`src/rtl/core/bounded_deque_with_sort_macros.svh`:
```
// ---------------------------------------------------------------------------
// Assertion macros for the bounded deque.
// Each macro samples on clk and is disabled while rst is high.
// ---------------------------------------------------------------------------
`ifndef BOUNDED_DEQUE_WITH_SORT_MACROS_SVH
`define BOUNDED_DEQUE_WITH_SORT_MACROS_SVH

// The consequent must hold in the same cycle as the antecedent.
`define BDQ_ASSERT_IMP(label, ante, cons) \
  label: assert property (@(posedge clk) disable iff (rst) (ante) |-> (cons)) \
    else $error("deque check failed: same-cycle implication");

// The consequent must hold in the cycle after the antecedent.
`define BDQ_ASSERT_NXT(label, ante, cons) \
  label: assert property (@(posedge clk) disable iff (rst) (ante) |=> (cons)) \
    else $error("deque check failed: next-cycle implication");

`endif

```
`src/rtl/core/bdq_pkg.sv`:
```
// ---------------------------------------------------------------------------
// bdq_pkg
// Types and codes shared by the deque cells and the deque controller.
// ---------------------------------------------------------------------------
`default_nettype none

package bdq_pkg;

  typedef struct packed {
    logic [3:0]         action;
    logic signed [31:0] value_in;
    logic [4:0]         position;
  } bdq_req_t;

  typedef struct packed {
    logic signed [31:0] value_out;
    logic [1:0]         status;
    logic [4:0]         occupancy;
  } bdq_rsp_t;

  localparam logic [3:0] ACT_PUSH_FRONT = 4'd0;
  localparam logic [3:0] ACT_PUSH_BACK  = 4'd1;
  localparam logic [3:0] ACT_POP_FRONT  = 4'd2;
  localparam logic [3:0] ACT_POP_BACK   = 4'd3;
  localparam logic [3:0] ACT_PEEK_FRONT = 4'd4;
  localparam logic [3:0] ACT_PEEK_BACK  = 4'd5;
  localparam logic [3:0] ACT_INSERT     = 4'd6;
  localparam logic [3:0] ACT_READ_AT    = 4'd7;
  localparam logic [3:0] ACT_REVERSE    = 4'd8;
  localparam logic [3:0] ACT_SORT       = 4'd9;
  localparam logic [3:0] ACT_CLEAR      = 4'd10;

  localparam logic [1:0] ST_OK    = 2'd0;
  localparam logic [1:0] ST_EMPTY = 2'd1;
  localparam logic [1:0] ST_FULL  = 2'd2;
  localparam logic [1:0] ST_RANGE = 2'd3;

  // Width of the position and count carried to the cells; covers a depth of 1024.
  localparam int PTR_W = 11;

  typedef enum logic [2:0] {
    MODE_HOLD,
    MODE_PUSHF,
    MODE_LOAD,
    MODE_POPF,
    MODE_INSERT,
    MODE_ROT,
    MODE_SORT_EVEN,
    MODE_SORT_ODD
  } bdq_mode_t;

  typedef struct packed {
    bdq_mode_t        mode;
    logic [PTR_W-1:0] pos;
    logic [PTR_W-1:0] cnt;
  } bdq_ctrl_t;

endpackage

`default_nettype wire

```
`src/rtl/core/bounded_deque_with_sort.sv`:
```
// ---------------------------------------------------------------------------
// bounded_deque_with_sort
// Fixed-depth double-ended queue of signed words held in a row of cells.
// ---------------------------------------------------------------------------
// Usage:
//   Requests arrive on req/req_valid/req_stall, one action per item; every
//   item yields one response on rsp/rsp_valid/rsp_stall with the word read
//   (zero if none), a status and the occupancy after the action.
//   Words are kept in logical order, cell i holding position i from the front.
//   For push, pop, peek, insert, read_at and clear the response is registered
//   at the accepting edge and shows on the next cycle, and a new item can be
//   taken in that cycle while the response drains, unless rsp_stall is high.
//   Reverse runs one cell rotation per step, targeting occupancy-1 down to 1.
//   Sort runs DEPTH rounds of odd-even transposition through the row.
//   Reverse and sort on fewer than two words finish at once.
//   req_stall is high while a reverse or sort runs, and while a response is
//   held because rsp_stall is high; a held response does not change.
//   Reset empties the deque; stored words keep stale values that are never read.
// ---------------------------------------------------------------------------
`default_nettype none
`include "bounded_deque_with_sort_macros.svh"

module bounded_deque_with_sort #(
  parameter int DEPTH      = 16,
  parameter int WORD_WIDTH = 32
) (
  input  logic              clk,
  input  logic              rst,
  input  logic              req_valid,
  output logic              req_stall,
  input  bdq_pkg::bdq_req_t req,
  output logic              rsp_valid,
  input  logic              rsp_stall,
  output bdq_pkg::bdq_rsp_t rsp
);
  import bdq_pkg::*;

  localparam int IDX_W = $clog2(DEPTH);
  localparam int CNT_W = $clog2(DEPTH + 1);
  localparam int CMP_W = (CNT_W > 5) ? CNT_W : 5;
  localparam logic [CNT_W-1:0] CNT_FULL = CNT_W'(DEPTH);
  localparam logic [CNT_W-1:0] RND_LAST = CNT_W'(DEPTH - 1);

  localparam logic [1:0] S_IDLE = 2'd0;
  localparam logic [1:0] S_REV  = 2'd1;
  localparam logic [1:0] S_SORT = 2'd2;

  logic [1:0]       state;
  logic [1:0]       state_next;
  logic [CNT_W-1:0] cnt;
  logic [CNT_W-1:0] cnt_next;
  logic [CNT_W-1:0] rev_t;
  logic [CNT_W-1:0] rev_t_next;
  logic [CNT_W-1:0] rnd;
  logic [CNT_W-1:0] rnd_next;
  bdq_rsp_t         rsp_next;
  logic             rsp_load;
  logic             acc;

  bdq_ctrl_t                    ctrl;
  logic signed [WORD_WIDTH-1:0] word_in;
  logic signed [WORD_WIDTH-1:0] cells_q [DEPTH];
  logic [IDX_W-1:0]             rd_idx;
  logic                         rd_en;
  logic signed [WORD_WIDTH-1:0] rd_word;
  logic [CMP_W-1:0]             pos_ext;
  logic [CMP_W-1:0]             cnt_ext;
  logic                         is_front;

  assign req_stall = (state != S_IDLE) || (rsp_valid && rsp_stall);
  assign acc       = req_valid && !req_stall;
  assign word_in   = WORD_WIDTH'($signed(req.value_in));
  assign pos_ext   = CMP_W'(req.position);
  assign cnt_ext   = CMP_W'(cnt);
  assign is_front  = req.action inside {ACT_POP_FRONT, ACT_PEEK_FRONT};
  assign rd_word   = cells_q[rd_idx];

  // Row of cells.
  for (genvar g = 0; g < DEPTH; g++) begin : g_cell
    logic signed [WORD_WIDTH-1:0] left_w;
    logic signed [WORD_WIDTH-1:0] right_w;

    if (g == 0) begin : g_first
      assign left_w = word_in;
    end else begin : g_mid
      assign left_w = cells_q[g-1];
    end

    if (g == DEPTH - 1) begin : g_last
      assign right_w = cells_q[g];
    end else begin : g_inner
      assign right_w = cells_q[g+1];
    end

    bdq_cell #(
      .WORD_WIDTH(WORD_WIDTH),
      .INDEX     (g)
    ) u_cell (
      .clk  (clk),
      .ctrl (ctrl),
      .word (word_in),
      .left (left_w),
      .right(right_w),
      .first(cells_q[0]),
      .value(cells_q[g])
    );
  end

  always_comb begin
    state_next         = state;
    cnt_next           = cnt;
    rev_t_next         = rev_t;
    rnd_next           = rnd;
    rsp_load           = 1'b0;
    rsp_next.status    = ST_OK;
    rsp_next.value_out = '0;
    rsp_next.occupancy = '0;
    rd_idx             = '0;
    rd_en              = 1'b0;
    ctrl.mode          = MODE_HOLD;
    ctrl.pos           = '0;
    ctrl.cnt           = PTR_W'(cnt);

    case (state)
      S_IDLE: begin
        if (acc) begin
          rsp_load = 1'b1;
          case (req.action)
            ACT_PUSH_FRONT, ACT_PUSH_BACK: begin
              if (cnt == CNT_FULL) begin
                rsp_next.status = ST_FULL;
              end else begin
                ctrl.mode = (req.action == ACT_PUSH_FRONT) ? MODE_PUSHF : MODE_LOAD;
                ctrl.pos  = PTR_W'(cnt);
                cnt_next  = cnt + 1'b1;
              end
            end
            ACT_POP_FRONT, ACT_POP_BACK, ACT_PEEK_FRONT, ACT_PEEK_BACK: begin
              if (cnt == '0) begin
                rsp_next.status = ST_EMPTY;
              end else begin
                rd_en  = 1'b1;
                rd_idx = is_front ? '0 : IDX_W'(cnt - 1'b1);
                if (req.action == ACT_POP_FRONT) begin
                  ctrl.mode = MODE_POPF;
                  cnt_next  = cnt - 1'b1;
                end else if (req.action == ACT_POP_BACK) begin
                  cnt_next = cnt - 1'b1;
                end
              end
            end
            ACT_INSERT: begin
              if (pos_ext > cnt_ext) begin
                rsp_next.status = ST_RANGE;
              end else if (cnt == CNT_FULL) begin
                rsp_next.status = ST_FULL;
              end else begin
                ctrl.mode = MODE_INSERT;
                ctrl.pos  = PTR_W'(req.position);
                cnt_next  = cnt + 1'b1;
              end
            end
            ACT_READ_AT: begin
              if (pos_ext >= cnt_ext) begin
                rsp_next.status = ST_RANGE;
              end else begin
                rd_en  = 1'b1;
                rd_idx = IDX_W'(req.position);
              end
            end
            ACT_REVERSE: begin
              if (cnt > CNT_W'(1)) begin
                rsp_load   = 1'b0;
                state_next = S_REV;
                rev_t_next = cnt - 1'b1;
              end
            end
            ACT_SORT: begin
              if (cnt > CNT_W'(1)) begin
                rsp_load   = 1'b0;
                state_next = S_SORT;
                rnd_next   = '0;
              end
            end
            ACT_CLEAR: begin
              cnt_next = '0;
            end
            default: begin
            end
          endcase
          if (rd_en) begin
            rsp_next.value_out = 32'($signed(rd_word));
          end
        end
      end
      S_REV: begin
        ctrl.mode  = MODE_ROT;
        ctrl.pos   = PTR_W'(rev_t);
        rev_t_next = rev_t - 1'b1;
        // The step that targets slot zero would change nothing.
        if (rev_t == CNT_W'(1)) begin
          rsp_load   = 1'b1;
          state_next = S_IDLE;
        end
      end
      S_SORT: begin
        ctrl.mode = rnd[0] ? MODE_SORT_ODD : MODE_SORT_EVEN;
        rnd_next  = rnd + 1'b1;
        if (rnd == RND_LAST) begin
          rsp_load   = 1'b1;
          state_next = S_IDLE;
        end
      end
      default: begin
        state_next = S_IDLE;
      end
    endcase

    rsp_next.occupancy = 5'(cnt_next);
  end

  always_ff @(posedge clk) begin
    if (rst) begin
      state     <= S_IDLE;
      cnt       <= '0;
      rsp_valid <= 1'b0;
    end else begin
      state <= state_next;
      cnt   <= cnt_next;
      if (rsp_load) begin
        rsp_valid <= 1'b1;
      end else if (rsp_valid && !rsp_stall) begin
        rsp_valid <= 1'b0;
      end
    end
  end

  always_ff @(posedge clk) begin
    rev_t <= rev_t_next;
    rnd   <= rnd_next;
    if (rsp_load) begin
      rsp <= rsp_next;
    end
  end

  `BDQ_ASSERT_IMP(a_full_means_full, rsp_valid && rsp.status == ST_FULL, cnt == CNT_FULL)
  `BDQ_ASSERT_IMP(a_empty_no_data, rsp_valid && rsp.status == ST_EMPTY, rsp.value_out == 32'sd0 && rsp.occupancy == 5'd0)
  `BDQ_ASSERT_IMP(a_busy_no_rsp, state != S_IDLE, !rsp_valid)
  `BDQ_ASSERT_NXT(a_sort_done_rsp, state == S_SORT && rnd == RND_LAST, rsp_valid && state == S_IDLE)

endmodule

`default_nettype wire

```
`src/rtl/core/bdq_cell.sv`:
```
// ---------------------------------------------------------------------------
// bdq_cell
// One storage cell of the deque. It holds the word at its logical position
// and takes a new word from itself, a neighbor, cell zero or the input word.
// ---------------------------------------------------------------------------
`default_nettype none

module bdq_cell #(
  parameter int WORD_WIDTH = 32,
  parameter int INDEX      = 0
) (
  input  logic                         clk,
  input  bdq_pkg::bdq_ctrl_t           ctrl,
  input  logic signed [WORD_WIDTH-1:0] word,
  input  logic signed [WORD_WIDTH-1:0] left,
  input  logic signed [WORD_WIDTH-1:0] right,
  input  logic signed [WORD_WIDTH-1:0] first,
  output logic signed [WORD_WIDTH-1:0] value
);
  import bdq_pkg::*;

  localparam logic [PTR_W-1:0] IDX    = PTR_W'(INDEX);
  localparam logic [PTR_W-1:0] IDX_P1 = PTR_W'(INDEX + 1);

  logic signed [WORD_WIDTH-1:0] value_next;
  logic                         at_pos;
  logic                         above_pos;
  logic                         below_pos;
  logic                         phase;
  logic                         lower;
  logic                         upper;

  assign at_pos    = (ctrl.pos == IDX);
  assign above_pos = (IDX > ctrl.pos);
  assign below_pos = (IDX < ctrl.pos);
  assign phase     = (ctrl.mode == MODE_SORT_ODD);

  // In a sort round each cell but cell zero in an odd round is the lower or the upper
  // half of a pair, and only pairs that lie fully inside the stored words take part.
  assign lower = (IDX[0] == phase) && (IDX_P1 < ctrl.cnt);
  assign upper = (IDX[0] != phase) && (IDX != '0) && (IDX < ctrl.cnt);

  always_comb begin
    value_next = value;
    case (ctrl.mode)
      MODE_HOLD:   value_next = value;
      MODE_PUSHF:  value_next = left;
      MODE_LOAD: begin
        if (at_pos) value_next = word;
      end
      MODE_POPF:   value_next = right;
      MODE_INSERT: begin
        if (at_pos) value_next = word;
        else if (above_pos) value_next = left;
      end
      MODE_ROT: begin
        // Cell zero moves to the target slot; everything before it moves down.
        if (at_pos) value_next = first;
        else if (below_pos) value_next = right;
      end
      MODE_SORT_EVEN, MODE_SORT_ODD: begin
        if (lower && (right < value)) value_next = right;
        else if (upper && (left > value)) value_next = left;
      end
      default:     value_next = value;
    endcase
  end

  always_ff @(posedge clk) begin
    value <= value_next;
  end

endmodule

`default_nettype wire

```
`config.mk`:
```
export PLATFORM = sky130hd
export DESIGN_NAME = bounded_deque_with_sort
export DESIGN_NICKNAME = d
export VERILOG_FILES = /design/src/rtl/core/bdq_pkg.sv /design/src/rtl/core/bounded_deque_with_sort.sv /design/src/rtl/core/bdq_cell.sv
export VERILOG_INCLUDE_DIRS = /design/src /design/src/rtl/core
export SDC_FILE = /design/constraint.sdc
export NUM_CORES = 2
export LEC_CHECK = 0
export ABC_AREA = 1
export BUFFER_PORTS_ARGS = -buffer_cell sky130_fd_sc_hd__buf_2
export CAP_MARGIN = 20
export CORE_MARGIN = 1
export CORE_UTILIZATION = 35
export DETAILED_ROUTE_END_ITERATION = 8
export PLACE_DENSITY_LB_ADDON = 0.1
export RECOVER_POWER = 50
export SLEW_MARGIN = 15
export SYNTH_ARGS = -nofsm -noshare
export SYNTH_HDL_FRONTEND = slang
export SYNTH_SLANG_ARGS = --single-unit
```
`constraint.sdc`:
```
create_clock -name clk -period 14.38 [get_ports clk]
set_input_delay 2.876 -clock clk [delete_from_list [all_inputs] [get_ports clk]]
set_output_delay 2.876 -clock clk [all_outputs]
set_load 0.01 [all_outputs]
```
==> metrics.txt <==
die width=376 microns; critical path endpoint category=register; max-slew violation count=635; average size of a mapped cell=7.23 sq um; Synth Warn #=0; Reg area=0.0170 sq mm; maximum buffer depth of the clock tree=3; Hold Path Class=reg -> reg; cts bufs inserted=77; DR DRC count=0; Syn Inst Count=6,768; Crit Path Class=in -> reg; failing checks=capacitance limit, slew limit; CTS tree=built; Ports=86; Final Core Density=38.6%; Fmax achieved=96.1 MHz; Placed Cells=8,466; I/O Buffers=85; Fin. Hold Viols=0; initial antenna violation count=4; EDFF count, synth=561; endpoints failing setup=0; top cell type's share of synthesized area=34.4%; post-cts repair resize count=0; routed vias=50.8k; data arrival time of the critical path=10.70 ns; final worst path period share=72.4%; Slew headroom=-126%; max layer used=met5; drt initial violations=6,027; routed length per instance=29.0 microns; Most used DFF post-synth=edfxtp_1; Synth area leaders=edfxtp_1 34%, nand2_1 14%, ha_1 13%; Worst Max-Slew Pin Slew=3.39 ns; Die Ht=376 microns; floorplan row count=136; Filler cells=14.9k; Layout Nets=7,223; drt pass-1 iters=8; global-route wire length before repair=353,000 microns; Post-CTS Hold Buffers=0; commonest cells after routing, fill and taps aside=1,759 x nand2_1, 913 x a21oi_1, 864 x nand3_1; fin cells=8,606; biggest area consumer among synthesized cells=edfxtp_1; Post-DP HPWL=183,000 microns; area of the mapped netlist=0.0490 sq mm; depth of the most critical reg-to-reg path=16; Yosys cell types=54; register bit total from synthesis=569; grt total ovfl=0; Final GP Congestion=0.981; Final ANT Viol Nets=0; setup TNS=0 ns; initial core utilization=35.4%; Post-synth ARST share=0%; fraction of layout instances using a drive strength above 1=5.35%; routed wl met3=18,300 microns; Tot GR Track Use=34.6%; Max Cap Violations=20; vias in the first global route=48.7k; CP Launch Type=primary input; Setup Buffers After CTS=0; Hold Path Stages=2; worst-skew pair later-pin latency=0.71 ns; Post-Route WL=250,000 microns; Multi-input gate area=0.0275 sq mm; final clock skew=0.0337 ns; Sink Count=569; vias per std cell=5.90; worst-path maximum fanout=64; Layout area overhead=8.92%; met1 wire length=96,900 microns; Data required, critical path=14.67 ns; RSZ-0062 raised after global routing=false; die area=0.141 sq mm; wire length on met2=112,000 microns; most common cell after layout, fill and taps aside=nand2_1; Seq/Total Area, Yosys=34.7%; status=finished with violations; Root Driver=clkbuf_16; Syn Nets=7,307; clock-pin slew on the worst setup and hold paths=0.06 ns; core area=0.138 sq mm; Final Critical Period=10.41 ns; largest net degree at the start of global routing=192; H-tree depth=3
[flip-flops by register name, summed over array words and instances (netlist names)]
name / cells
rev_t: 5
rsp_valid: 1
rnd: 5
cnt: 5
state: 2
rsp: 39
g_cell.u_cell.value: 512
[Yosys cell counts, drive strengths merged (2+ instances only)]
| master | instances |
|---|---|
| xnor2 | 3 |
| nand3 | 876 |
| a211oi | 6 |
| o211ai | 14 |
| o32ai | 2 |
| nor2 | 237 |
| o22ai | 6 |
| o2111ai | 13 |
| or2 | 2 |
| nand4 | 118 |
| buf | 240 |
| o21ai | 503 |
| o211a | 2 |
| o21bai | 5 |
| o21a | 26 |
| edfxtp | 561 |
| a21oi | 920 |
| nor4 | 10 |
| dfxtp | 8 |
| clkinv | 30 |
| inv | 736 |
| nor3 | 24 |
| a31oi | 9 |
| nand3b | 6 |
| a22oi | 2 |
| nand2 | 1784 |
| xor2 | 3 |
| ha | 494 |
| clkbuf | 120 |
[logic make-up after synthesis]
family | share of synthesized area, %
compound gates | 16.1
xor+xnor | 0.107
fa+ha+maj | 12.6
buf+inv | 9.42
flops | 34.7
simple gates | 27.0
[layout make-up]
class,count,area share [%]
Multi-Input combinational cell,5073,51.6
Antenna cell,1,0.00469
Clock buffer,107,3.90
Clock inverter,30,0.540
Tap cell,1863,4.37
Sequential cell,569,31.9
Timing Repair Buffer,197,2.24
Inverter,766,5.40
[path summary, 6_finish.rpt]
check,to,slack (ns),start
setup / recovery,g_cell[0].u_cell.value[2],3.97,rsp_stall
setup reg to reg,g_cell[0].u_cell.value[2],5.58,state[1]
hold reg to reg,rsp_valid,0.49,rsp_valid
hold / removal,rsp_valid,0.49,rsp_valid
[metal layers]
metal	global-route usage, %	vias to the layer above
li1	-	23000
met1	42.5	24400
met2	55.4	2628
met3	4.57	718
met4	26.1	4
met5	0	-
[stage by stage]
step	cell area, sq um	hold WS (ns)	setup slack (ns)
floorplan	49000	0.502	7.07
global placement	51100	0.471	6.96
detailed placement	51100	0.485	6.95
CTS	53500	0.493	7.67
global route	53300	0.545	3.66
finish	53300	0.494	3.97
[worst max-delay path, cell delays in order]
cell	delay, ns
buf_2	0.09
nand2_1	0.07
nand2_1	0.08
nor2_2	0.08
clkbuf_1	0.98
nand2_1	0.10
inv_1	0.09
nand3_1	0.08
nand2_1	0.21
nand2_2	0.18
nor2_4	0.10
clkbuf_1	1.99
inv_1	0.86
nand3_2	0.22
clkbuf_1	2.29
o21ai_0	0.31
Power is not shown: default switching activity piles up to over one toggle a cycle in this logic, so the estimate is an artifact.
